--- src/rtl/qrs_pkg.sv ---
// Shared widths, result codes, side-band types and the saturation function
// of the quadratic root solver. No dependencies.
`default_nettype none

package qrs_pkg;

    localparam int COEF_W    = 32;
    localparam int FRAC_BITS = 16;
    localparam int TOL_W     = 16;
    localparam int CNT_W     = 2;
    localparam int PROD_W    = 2 * COEF_W;
    localparam int DISC_W    = PROD_W + 3;
    localparam int DMAG_W    = PROD_W + 2;
    localparam int ROOT_W    = DMAG_W / 2;
    localparam int NUM_W     = ROOT_W + 1;
    localparam int DEN_W     = COEF_W + 1;
    localparam int QUOT_W    = COEF_W;
    localparam int DIV_HI_W  = NUM_W + FRAC_BITS - QUOT_W;

    localparam logic [CNT_W-1:0] CNT_NONE = 2'd0;
    localparam logic [CNT_W-1:0] CNT_ONE  = 2'd1;
    localparam logic [CNT_W-1:0] CNT_TWO  = 2'd2;
    localparam logic [CNT_W-1:0] CNT_INF  = 2'd3;

    typedef enum logic [2:0] {
        KIND_NONE,
        KIND_INF,
        KIND_LIN,
        KIND_DBL,
        KIND_TWO
    } t_kind;

    typedef struct packed {
        t_kind                    kind;
        logic signed [COEF_W-1:0] a;
        logic signed [COEF_W-1:0] b;
        logic signed [COEF_W-1:0] c;
    } t_coef_side;

    typedef struct packed {
        t_kind kind;
        logic  neg;
    } t_div_side;

    typedef struct packed {
        logic                     ovf;
        logic signed [COEF_W-1:0] root;
    } t_sat_root;

    function automatic t_sat_root saturate(input logic [QUOT_W-1:0] q, input logic big,
                                           input logic neg);
        t_sat_root r;
        r.ovf  = 1'b0;
        r.root = '0;
        if (neg) begin
            if (big || (q[QUOT_W-1] && (q[QUOT_W-2:0] != '0))) begin
                r.ovf  = 1'b1;
                r.root = {1'b1, {(COEF_W-1){1'b0}}};
            end else begin
                r.root = '0 - q;
            end
        end else begin
            if (big || q[QUOT_W-1]) begin
                r.ovf  = 1'b1;
                r.root = {1'b0, {(COEF_W-1){1'b1}}};
            end else begin
                r.root = q;
            end
        end
        return r;
    endfunction

endpackage

`default_nettype wire

--- src/rtl/qrs_div.sv ---
// Pipelined restoring divider for fixed-point quotients: an entry stage that
// flags quotients too wide for the word, then one quotient bit per stage.
// Uses qrs_pkg.
`default_nettype none

module qrs_div #(
    parameter int SIDE_W = 1
) (
    input  wire logic                        i_clk,
    input  wire logic                        i_rst_n,
    input  wire logic                        i_en,
    input  wire logic                        i_valid,
    input  wire logic [qrs_pkg::NUM_W-1:0]   i_num,
    input  wire logic [qrs_pkg::DEN_W-1:0]   i_den,
    input  wire logic [SIDE_W-1:0]           i_side,
    output logic                             o_valid,
    output logic [qrs_pkg::QUOT_W-1:0]       o_quot,
    output logic                             o_big,
    output logic [SIDE_W-1:0]                o_side
);

    localparam int QW = qrs_pkg::QUOT_W;
    localparam int EW = qrs_pkg::DEN_W;
    localparam int HW = qrs_pkg::DIV_HI_W;

    logic [HW-1:0] w_hi;

    logic              r_e_valid, r_e_big;
    logic [EW-1:0]     r_e_rem, r_e_den;
    logic [QW-1:0]     r_e_lo;
    logic [SIDE_W-1:0] r_e_side;

    logic              r_valid [QW];
    logic              r_big   [QW];
    logic [EW-1:0]     r_rem   [QW];
    logic [EW-1:0]     r_den   [QW];
    logic [QW-1:0]     r_lo    [QW];
    logic [QW-1:0]     r_quot  [QW];
    logic [SIDE_W-1:0] r_side  [QW];

    assign w_hi = i_num[qrs_pkg::NUM_W-1 -: HW];

    always_ff @(posedge i_clk) begin
        if (!i_rst_n) begin
            r_e_valid <= 1'b0;
        end else if (i_en) begin
            r_e_valid <= i_valid;
        end
    end

    always_ff @(posedge i_clk) begin
        if (i_en) begin
            r_e_big  <= (EW'(w_hi) >= i_den);
            r_e_rem  <= EW'(w_hi);
            r_e_den  <= i_den;
            r_e_lo   <= {i_num[qrs_pkg::NUM_W-HW-1:0], {qrs_pkg::FRAC_BITS{1'b0}}};
            r_e_side <= i_side;
        end
    end

    for (genvar k = 0; k < QW; k++) begin : g_stage
        logic              pv, pbig;
        logic [EW-1:0]     prem, pden;
        logic [QW-1:0]     plo, pquot;
        logic [SIDE_W-1:0] pside;
        logic [EW:0]       w_cur, w_diff;
        logic              w_ge;

        if (k == 0) begin : g_first
            assign pv    = r_e_valid;
            assign pbig  = r_e_big;
            assign prem  = r_e_rem;
            assign pden  = r_e_den;
            assign plo   = r_e_lo;
            assign pquot = '0;
            assign pside = r_e_side;
        end else begin : g_next
            assign pv    = r_valid[k-1];
            assign pbig  = r_big[k-1];
            assign prem  = r_rem[k-1];
            assign pden  = r_den[k-1];
            assign plo   = r_lo[k-1];
            assign pquot = r_quot[k-1];
            assign pside = r_side[k-1];
        end

        assign w_cur  = {prem, plo[QW-1]};
        assign w_ge   = (w_cur >= {1'b0, pden});
        assign w_diff = w_cur - {1'b0, pden};

        always_ff @(posedge i_clk) begin
            if (!i_rst_n) begin
                r_valid[k] <= 1'b0;
            end else if (i_en) begin
                r_valid[k] <= pv;
            end
        end

        always_ff @(posedge i_clk) begin
            if (i_en) begin
                r_big[k]  <= pbig;
                r_rem[k]  <= w_ge ? w_diff[EW-1:0] : w_cur[EW-1:0];
                r_den[k]  <= pden;
                r_lo[k]   <= {plo[QW-2:0], 1'b0};
                r_quot[k] <= {pquot[QW-2:0], w_ge};
                r_side[k] <= pside;
            end
        end
    end

    assign o_valid = r_valid[QW-1];
    assign o_quot  = r_quot[QW-1];
    assign o_big   = r_big[QW-1];
    assign o_side  = r_side[QW-1];

endmodule

`default_nettype wire
--- config.mk ---
export PLATFORM = sky130hd
export DESIGN_NAME = qrs_div
export DESIGN_NICKNAME = d
export VERILOG_FILES = /design/src/rtl/qrs_pkg.sv /design/src/rtl/qrs_div.sv
export SDC_FILE = /design/constraint.sdc
export NUM_CORES = 2
export LEC_CHECK = 0
export ABC_CLOCK_PERIOD_IN_PS = 6400
export BUFFER_PORTS_ARGS = -buffer_cell sky130_fd_sc_hd__buf_4
export CAP_MARGIN = 40
export CORE_UTILIZATION = 44
export DETAILED_ROUTE_END_ITERATION = 12
export PLACE_DENSITY_LB_ADDON = 0.3
export SLEW_MARGIN = 40
export SYNTH_ARGS = -nofsm -noshare
export SYNTH_HDL_FRONTEND = slang
export SYNTH_MEMORY_MAX_BITS = 65536
export SYNTH_SLANG_ARGS = --single-unit
--- constraint.sdc ---
create_clock -name i_clk -period 6.4 [get_ports i_clk]
set_input_delay 1.92 -clock i_clk [delete_from_list [all_inputs] [get_ports i_clk]]
set_output_delay 1.92 -clock i_clk [all_outputs]
set_load 0.02 [all_outputs]
==> flow_summary.ini <==
[sta]
fin_crit_ps = 4668
slew_headroom_pct = 36.90
setup_viol = 0
setup_tns_ps = 0
slew_violations = 0
max_freq_mhz = 214.2
worst_slew_pin_slew_ps = 922.7
hold_violations = 0
period_share_pct = 72.94
hold_ws_ps = 386.2
rsz0062_at_grt = no
fin_skew_ps = 75.10

[global_route]
grt_util_all_layers_pct = 18.80
grt_max_degree = 169
grt_pass1_vias = 92170
grt_overflow_total = 0
grt_pass1_wl_um = 518300
antenna_found_initial = 12

[hold_path]
hold_class = register to register

[final_layout]
final_common_cell = edfxtp_1
area_growth_pct = 11.32
drive_gt1_share_pct = 8.678
fill_cells = 30150
final_core_util_pct = 49.20
mostFrequentLayoutCells = edfxtp_1, inv_1, a21oi_1, ha_1, nand2_1
register_area_um2 = 85860
finalNetCount = 14130
multiInputGateArea_um2 = 59720

[logic_synthesis]
yosysWarnings = 0
syn_area_um2 = 151500
ys_ff_latch = 2860
ys_async_sr_fraction_pct = 0
yosysSeqAreaShare_pct = 56.69
syn_avg_cell_area_um2 = 11.90
synth_cells = 12730
synth_flop_cell = edfxtp_1
synth.distinct_cells = 103
synth-edff-count = 2858
synth.net_count = 13890

[pwr]
ir_drop_mv = 0.2573
p_leak_nw = 68.39
powerDensity_nw_per_um2 = 499.4

[clock_tree]
htree_levels = 5
clk_pin_slew_worst_paths_ps = 60
cts_setup_buffers = 0
cts_buffer_depth = 4
cts_made_buffers = 318
cts.sinks = 2860
cts_tree = yes
cts_resized = 0
cts-root-buf = clkbuf_16
clk_latency_ps = 930
cts_hold_buf = 0

[setup_path]
rrSetupSlack_ps = 1730
path_delay_family = compound AO/OA/AOI/OAI gates
critPathBufInv = 3
start_kind = register
worstPathCellList = inv_1, ha_1, inv_1, fa_1, nand3_1, a21oi_1, o31ai_1, a31oi_1, nand4_1, a31oi_1, a41oi_1, o21ai_0, a211oi_4, buf_4, mux2_2
path_class = register to register
required_ps = 7020
crit_arrival_ps = 5290
max_stage_delay_ps = 550
cp_max_fo = 57
crit_path_end_kind = register
slowest_stage = buf_4

[place]
dp_hpwl_um = 248500
port_buffers = 106
gp_congestion = 0.9390

[status]
status = completed

[drt]
first_iter_violations = 7116
vias = 95510
postRouteAntennaNets = 0
via_per_inst = 5.369
routed_wl_um = 335200
drt-wirelength-per-cell_um = 18.84
route.detailed.drc = 0
dr.pass1.iters = 6

[die]
io_pins = 107
die_y_um = 588.7
row_count = 215
dieWidth_um = 588.7
die_area_um2 = 346600
start_util_pct = 44.20
core-area_um2 = 342700

[job]
maxCapViolCount = 0
-- worst register-to-register path, cell delays in order (launching register included) --
cell,delay [ps]
edfxtp_1,350
inv_1,80
ha_1,160
inv_1,50
fa_1,410
nand3_1,110
a21oi_1,80
o31ai_1,400
a31oi_1,280
nand4_1,210
a31oi_1,170
a41oi_1,450
o21ai_0,250
a211oi_4,420
buf_4,550
mux2_2,430
-- state kept, by name, summed over array words and instances (netlist names) --
register       cells
g_stage.pden      33
r_lo             120
g_stage.prem      18
g_stage.plo       16
r_quot           528
g_stage.pside      1
r_rem           1023
r_side            32
r_valid           32
g_stage.pbig       1
r_den           1023
g_stage.pv         1
r_big             32
-- per-layer routing --
layer  part of all wire (%)  GRT usage [%]
met1                     43          23.83
met2                     49          32.82
met3                    4.1          2.083
met4                    4.2          7.516
met5                   0.11              0
-- cell type report --
class | count | share of cell area [%]
timing repair buffer | 188 | 1.075
multi-input combinational | 8289 | 35.42
inverter | 1314 | 2.925
clock inverter | 211 | 1.403
antenna | 3 | 0.004453
clock buffer | 367 | 4.867
tap | 4557 | 3.382
sequential | 2860 | 50.93
-- worst paths after layout --
kind	depth (start not counted)	from	to
worst max-delay path	15	r_lo[8][30]	r_rem[0][298]
worst min-delay path	0	r_lo[10][26]	r_lo[11][27]
worst max register to register	15	r_lo[8][30]	r_rem[0][298]
worst min register to register	0	r_lo[10][26]	r_lo[11][27]
-- synth_stat cells, types with 142 or more instances --
cell type  number  area share, %
edfxtp_1     2858             57
inv_1        1312            3.3
a21oi_1      1105            3.7
ha_1         1059            8.7
nand2_1       785            1.9
nor2_1        721            1.8
o21ai_0       718            2.4
a21o_1        569            2.8
xnor2_1       563            3.3
xor2_1        332            1.9
mux2_2        329            2.4
nand3_1       182           0.60
clkbuf_1      176           0.44
nor2b_1       159           0.66
nand4_1       142           0.59
-- per-stage QoR --
| step | setup WS (ps) | cell area, um^2 | std cells | power [W] |
|---|---|---|---|---|
| finish | 1732 | 168600 | 17790 | 0.08420 |
| global route | 1339 | 168600 | 17790 | 0.08957 |
| CTS | 1766 | 168500 | 17780 | 0.08460 |
| detailed placement | 1836 | 157900 | 17200 | 0.06555 |
| global placement | 1747 | 157800 | 17200 | 0.06532 |
| floorplan | 2696 | 151500 | 12730 | 0.05638 |
-- kinds of logic (layout without fill, tap and decap cells) --
logic type / Yosys count / in the layout / share of synthesized area (%)
fa+ha+maj: 1090 / 1090 / 9.158
flops: 2860 / 2860 / 56.69
mux: 430 / 430 / 3.275
compound gates: 3320 / 3320 / 13.70
simple gates: 2554 / 2554 / 7.953
xor+xnor: 895 / 895 / 5.175
buf+inv: 1582 / 2080 / 4.052
other cells: 0 / 3 / 0
-- where the power goes --
part           switching, W  leakage [nW]  internal, W
logic                0.0196          35.3       0.0158
clock network       0.00770          5.11       0.0109
registers           0.00314          28.0       0.0271
total                0.0305          68.4       0.0537
(Power assumes the default switching activity.)
