## src/rtl/qrs_pkg.sv

```systemverilog
// Shared widths, result codes, side-band types and the saturation function
// of the quadratic root solver. No dependencies.
`default_nettype none

package qrs_pkg;

    localparam int COEF_W    = 32;
    localparam int FRAC_BITS = 16;
    localparam int TOL_W     = 16;
    localparam int CNT_W     = 2;
    localparam int PROD_W    = 2 * COEF_W;
    localparam int DISC_W    = PROD_W + 3;
    localparam int DMAG_W    = PROD_W + 2;
    localparam int ROOT_W    = DMAG_W / 2;
    localparam int NUM_W     = ROOT_W + 1;
    localparam int DEN_W     = COEF_W + 1;
    localparam int QUOT_W    = COEF_W;
    localparam int DIV_HI_W  = NUM_W + FRAC_BITS - QUOT_W;

    localparam logic [CNT_W-1:0] CNT_NONE = 2'd0;
    localparam logic [CNT_W-1:0] CNT_ONE  = 2'd1;
    localparam logic [CNT_W-1:0] CNT_TWO  = 2'd2;
    localparam logic [CNT_W-1:0] CNT_INF  = 2'd3;

    typedef enum logic [2:0] {
        KIND_NONE,
        KIND_INF,
        KIND_LIN,
        KIND_DBL,
        KIND_TWO
    } t_kind;

    typedef struct packed {
        t_kind                    kind;
        logic signed [COEF_W-1:0] a;
        logic signed [COEF_W-1:0] b;
        logic signed [COEF_W-1:0] c;
    } t_coef_side;

    typedef struct packed {
        t_kind kind;
        logic  neg;
    } t_div_side;

    typedef struct packed {
        logic                     ovf;
        logic signed [COEF_W-1:0] root;
    } t_sat_root;

    function automatic t_sat_root saturate(input logic [QUOT_W-1:0] q, input logic big,
                                           input logic neg);
        t_sat_root r;
        r.ovf  = 1'b0;
        r.root = '0;
        if (neg) begin
            if (big || (q[QUOT_W-1] && (q[QUOT_W-2:0] != '0))) begin
                r.ovf  = 1'b1;
                r.root = {1'b1, {(COEF_W-1){1'b0}}};
            end else begin
                r.root = '0 - q;
            end
        end else begin
            if (big || q[QUOT_W-1]) begin
                r.ovf  = 1'b1;
                r.root = {1'b0, {(COEF_W-1){1'b1}}};
            end else begin
                r.root = q;
            end
        end
        return r;
    endfunction

endpackage

`default_nettype wire

```

## src/rtl/qrs_sqrt.sv

```systemverilog
// Pipelined restoring integer square root, one root bit per stage, with a
// side-band word carried alongside. Uses qrs_pkg.
`default_nettype none

module qrs_sqrt #(
    parameter int SIDE_W = 1
) (
    input  wire logic                         i_clk,
    input  wire logic                         i_rst_n,
    input  wire logic                         i_en,
    input  wire logic                         i_valid,
    input  wire logic [qrs_pkg::DMAG_W-1:0]   i_rad,
    input  wire logic [SIDE_W-1:0]            i_side,
    output logic                              o_valid,
    output logic [qrs_pkg::ROOT_W-1:0]        o_root,
    output logic [SIDE_W-1:0]                 o_side
);

    localparam int RW = qrs_pkg::ROOT_W;
    localparam int DW = qrs_pkg::DMAG_W;

    logic          r_valid [RW];
    logic [RW+1:0] r_rem   [RW];
    logic [RW-1:0] r_root  [RW];
    logic [DW-1:0] r_rad   [RW];
    logic [SIDE_W-1:0] r_side [RW];

    for (genvar k = 0; k < RW; k++) begin : g_stage
        logic              pv;
        logic [RW+1:0]     prem;
        logic [RW-1:0]     proot;
        logic [DW-1:0]     prad;
        logic [SIDE_W-1:0] pside;
        logic [RW+1:0]     w_cur, w_trial, w_diff;
        logic              w_ge;

        if (k == 0) begin : g_first
            assign pv    = i_valid;
            assign prem  = '0;
            assign proot = '0;
            assign prad  = i_rad;
            assign pside = i_side;
        end else begin : g_next
            assign pv    = r_valid[k-1];
            assign prem  = r_rem[k-1];
            assign proot = r_root[k-1];
            assign prad  = r_rad[k-1];
            assign pside = r_side[k-1];
        end

        assign w_cur   = {prem[RW-1:0], prad[DW-1 -: 2]};
        assign w_trial = {proot, 2'b01};
        assign w_ge    = (w_cur >= w_trial);
        assign w_diff  = w_cur - w_trial;

        always_ff @(posedge i_clk) begin
            if (!i_rst_n) begin
                r_valid[k] <= 1'b0;
            end else if (i_en) begin
                r_valid[k] <= pv;
            end
        end

        always_ff @(posedge i_clk) begin
            if (i_en) begin
                r_rem[k]  <= w_ge ? w_diff : w_cur;
                r_root[k] <= {proot[RW-2:0], w_ge};
                r_rad[k]  <= {prad[DW-3:0], 2'b00};
                r_side[k] <= pside;
            end
        end
    end

    assign o_valid = r_valid[RW-1];
    assign o_root  = r_root[RW-1];
    assign o_side  = r_side[RW-1];

endmodule

`default_nettype wire

```

## config.mk

```make
export PLATFORM = sky130hd
export DESIGN_NAME = qrs_sqrt
export DESIGN_NICKNAME = d
export VERILOG_FILES = /design/src/rtl/qrs_pkg.sv /design/src/rtl/qrs_sqrt.sv
export SDC_FILE = /design/constraint.sdc
export NUM_CORES = 2
export LEC_CHECK = 0
export BUFFER_PORTS_ARGS = -buffer_cell sky130_fd_sc_hd__buf_2
export CAP_MARGIN = 5
export CORE_MARGIN = 10
export CORE_UTILIZATION = 30
export CTS_BUF_LIST = sky130_fd_sc_hd__clkbuf_2
export CTS_CLUSTER_DIAMETER = 50
export CTS_CLUSTER_SIZE = 16
export DETAILED_ROUTE_END_ITERATION = 6
export GPL_ROUTABILITY_DRIVEN = 0
export MAX_ROUTING_LAYER = met4
export PLACE_DENSITY = 0.54
export SLEW_MARGIN = 40
export SYNTH_ARGS = -nofsm -noshare
export SYNTH_HDL_FRONTEND = slang
export SYNTH_MEMORY_MAX_BITS = 65536
export SYNTH_SLANG_ARGS = --single-unit
```

## constraint.sdc

```tcl
create_clock -name i_clk -period 4.9 [get_ports i_clk]
set_input_delay 0.735 -clock i_clk [delete_from_list [all_inputs] [get_ports i_clk]]
set_output_delay 0.735 -clock i_clk [all_outputs]
set_load 0.02 [all_outputs]
```

==> out/metrics.json <==
{
  "run_status": {
    "status": "finished, violations left",
    "failed_checks": "antenna violations"
  },
  "floorplanning": {
    "row_cnt": 236,
    "coreArea_um2": 413000,
    "overall_die_area_um2": 440000,
    "chipHeight_um": 663,
    "initial_utilization": 0.301,
    "num_io_pins": 106,
    "die_x_um": 663
  },
  "flow_run": {
    "drv.max_cap_violation_count": 0
  },
  "synthesis": {
    "netlist.top_cell.by_area": "edfxtp_1",
    "synth_nets": 10200,
    "synth.top_cell.area_share": 0.651,
    "synthArstFlopShare": 0,
    "syn-instance-count": 9527,
    "syn_area_um2": 124000,
    "synth_ff_type": "edfxtp_1",
    "synth_enable_flop_cells": 2689,
    "syn_area_per_cell_um2": 13.0,
    "synth.top_cells.by_area": "edfxtp_1 (65%), ha_1 (6.0%), xor2_1 (2.9%)",
    "ys_seq_elements": 2690,
    "synthesis.yosys.warnings": 0,
    "synth-seq-area-share": 0.651,
    "netlist-cell-type-count": 93
  },
  "pwr": {
    "combinational_cell_fraction_of_total_power": 0.238,
    "power.sequential.fraction": 0.532,
    "power.share.clock": 0.230,
    "power.switching_uw": 18800,
    "power.density_nw_per_um2": 419,
    "p_leak_uw": 0.0524,
    "power.switching_fraction": 0.324,
    "worst_ir_drop_on_vdd_mv": 0.238,
    "internal_cell_power_uw": 39200
  },
  "timing": {
    "timing.fmax_mhz": 230,
    "post-route-min-period_ns": 4.35,
    "skew_ns": 0.297,
    "totalNegativeSetupSlack_ns": 0,
    "rsz0062_at_grt": "no",
    "slew_viol_final": 0,
    "hold_viol": 0,
    "worst-slew-pin-transition_ns": 0.850,
    "layout_worst_path_cycle_share": 0.888,
    "report.final.setup_viol": 0,
    "relSlewSlack": 0.425
  },
  "final_layout": {
    "area.growth.synth_to_final_pct": 11.8,
    "design.final.nets": 10700,
    "final_core_utilization": 0.336,
    "layout.cells.most_common_list": "edfxtp_1 (2689), inv_1 (777), nand2_1 (625)",
    "nFillCells": 40000,
    "fraction_of_final_layout_cells_sized_beyond_drive_strength_1": 0.0941,
    "layout_commonest_cell": "edfxtp_1"
  },
  "critical_path": {
    "setup_crit_start_kind": "flop",
    "worstPathMaxFanout": 45,
    "crit_type": "reg2reg",
    "r2r.worst_path.cells": 12,
    "critical_path.reg2reg.endpoint": "r_rem[0][851]$_DFFE_PP_",
    "startpoint_of_the_worst_register_to_register_path": "r_root[1][231]$_DFFE_PP_",
    "rrSetupSlack_ns": 0.55,
    "timing.critical_path.to_type": "flop",
    "worst-endpoint-arrival_ns": 5.94,
    "required_time_at_the_endpoint_of_the_critical_path_ns": 6.49
  },
  "hold_path": {
    "hp-start": "r_rad[0][1069]$_DFFE_PP_",
    "min_path_cells": 0,
    "hold_end": "r_rad[0][1135]$_DFFE_PP_",
    "hold_class": "reg2reg"
  },
  "clock_tree": {
    "clk-insertion-delay-late_ns": 2.10,
    "maximum_clock_path_buffer_count": 4,
    "sink_count": 2690,
    "h-tree-depth": 5,
    "ctsRootBufferMaster": "clkbuf_2",
    "cts-buffers-inserted": 338,
    "clk_pin_slew_ns": 0.24,
    "tritoncts": "built"
  },
  "detailed_routing": {
    "drt-total-wl_mm": 255,
    "antenna_violating_nets_post_route": 1,
    "met2_wl_mm": 130,
    "met3_wirelength_mm": 11.5,
    "vias": 75200,
    "post-route-drc-count": 0,
    "wirelength_met1_mm": 101,
    "drt-initial-drc-count": 4922,
    "drt-wirelength-per-cell_um": 16.1,
    "routed.top_layer": "met4",
    "routed_via_density": 4.75,
    "drt_pre_antenna_iters": 7
  },
  "grt": {
    "antenna_found_initial": 10,
    "grt_pass1_wl_mm": 409,
    "grt_usage": 0.115,
    "grt_max_degree": 164,
    "grt_pass1_vias": 77400,
    "gr-total-overflow": 0
  },
  "placement": {
    "detailedPlacementHpwl_mm": 180,
    "placement.io_buffers": 105
  }
}
==> cells by family (layout without fill, tap and decap cells) <==
group / count (synthesis) / after routing / share of synthesized area
and+or+nand+nor: 2420 / 2420 / 0.0967
other: 1 / 21 / 0.0000302
xor gates and xnor gates: 811 / 811 / 0.0572
DFF: 2690 / 2690 / 0.651
buffers and inverters: 975 / 1797 / 0.0298
adders and majority gates: 595 / 595 / 0.0600
muxes: 102 / 102 / 0.00917
AOI/OAI and AO/OA: 1933 / 1933 / 0.0961
==> cell type report <==
cell class / count / area (um2) / share of cell area
Sequential cell: 2690 / 80800 / 0.582
Multi-Input combinational cell: 5862 / 39800 / 0.287
Clock inverter: 253 / 2780 / 0.0200
Tap cell: 5474 / 6850 / 0.0494
Inverter: 780 / 2930 / 0.0211
Clock buffer: 360 / 1800 / 0.0130
Antenna cell: 20 / 50.0 / 0.000361
Timing Repair Buffer: 404 / 3710 / 0.0268
==> metal layers <==
layer  up-vias  GRT usage
met5         -          -
met4         0     0.0557
met3       718     0.0197
met2      1752      0.205
met1     36300      0.124
li1      36500          -
==> power groups by stage <==
stage               clock [uW]  sequential (uW)  combinational, uW
floorplan                    0            30600              10100
global placement             0            31500              13100
detailed placement           0            31500              13400
CTS                      14300            31000              13700
global route             15200            31200              15400
finish                   13300            30900              13800
==> metrics by stage <==
stage,total power (uW),setup slack [ns],area (um2),hold slack (ns),instances
2_1_floorplan,40700,1.30,124000,0.400,9527
3_5_place_dp,44900,0.654,132000,0.405,15000
3_3_place_gp,44500,0.719,132000,0.401,15000
6_report,58000,0.548,139000,0.239,15800
4_1_cts,58900,0.514,139000,0.00534,15800
5_1_grt,61800,0.286,139000,0.0901,15800
==> state kept, by name (all words and copies together), names as in the netlist <==
signal,flops
r_valid,33
r_rad,1056
r_side,33
r_root,561
r_rem,1007
==> synthesized netlist by cell type (42+ instances only) <==
| cell | count |
|---|---|
| nor2_1 | 595 |
| or4_1 | 57 |
| a21oi_1 | 620 |
| ha_1 | 595 |
| nand2_1 | 625 |
| o21ai_0 | 492 |
| nor3_1 | 211 |
| xnor2_1 | 394 |
| mux2_2 | 93 |
| clkbuf_1 | 173 |
| edfxtp_1 | 2689 |
| xor2_1 | 417 |
| nor2b_1 | 80 |
| and3_1 | 86 |
| o21a_1 | 105 |
| nand3_1 | 140 |
| a211oi_1 | 51 |
| o31ai_1 | 63 |
| a21o_1 | 260 |
| nand2b_1 | 126 |
| a31oi_1 | 42 |
| inv_1 | 777 |
| nor4_1 | 118 |
| or3_1 | 95 |
| o21bai_1 | 53 |
| nand4_1 | 95 |
==> timing repair <==
action	CTS	global route
buffers inserted	0	0
endpoints found under the hold margin	2790	0
hold buffers	211	0
resized for setup	0	0
==> worst max-delay path: stages (launching register included) <==
cell	delay, ns
edfxtp_1	0.50
inv_1	0.07
ha_1	0.33
o21a_1	0.15
nor4_1	0.35
o21a_1	0.17
nor3_1	0.08
o41a_1	0.37
a31o_2	0.32
a31o_2	0.32
a211oi_4	0.51
buf_12	0.27
mux2_2	0.37
==> worst max path at each step <==
stage,startpoint,to,slack (ns),cells past startpoint
CTS,r_root[1][231]$_DFFE_PP_,r_rem[0][851]$_DFFE_PP_,0.51,12
global route,r_root[1][429]$_DFFE_PP_,r_rem[0][1053]$_DFFE_PP_,0.29,15
finish,r_root[1][231]$_DFFE_PP_,r_rem[0][851]$_DFFE_PP_,0.55,12
global placement,r_rem[0][292]$_DFFE_PP_,r_rem[0][343]$_DFFE_PP_,0.72,10
floorplan,r_rem[0][917]$_DFFE_PP_,r_rem[0][973]$_DFFE_PP_,1.30,11
detailed placement,r_rem[0][291]$_DFFE_PP_,r_rem[0][343]$_DFFE_PP_,0.65,10
No activity file was read; power rests on OpenSTA's default activity.
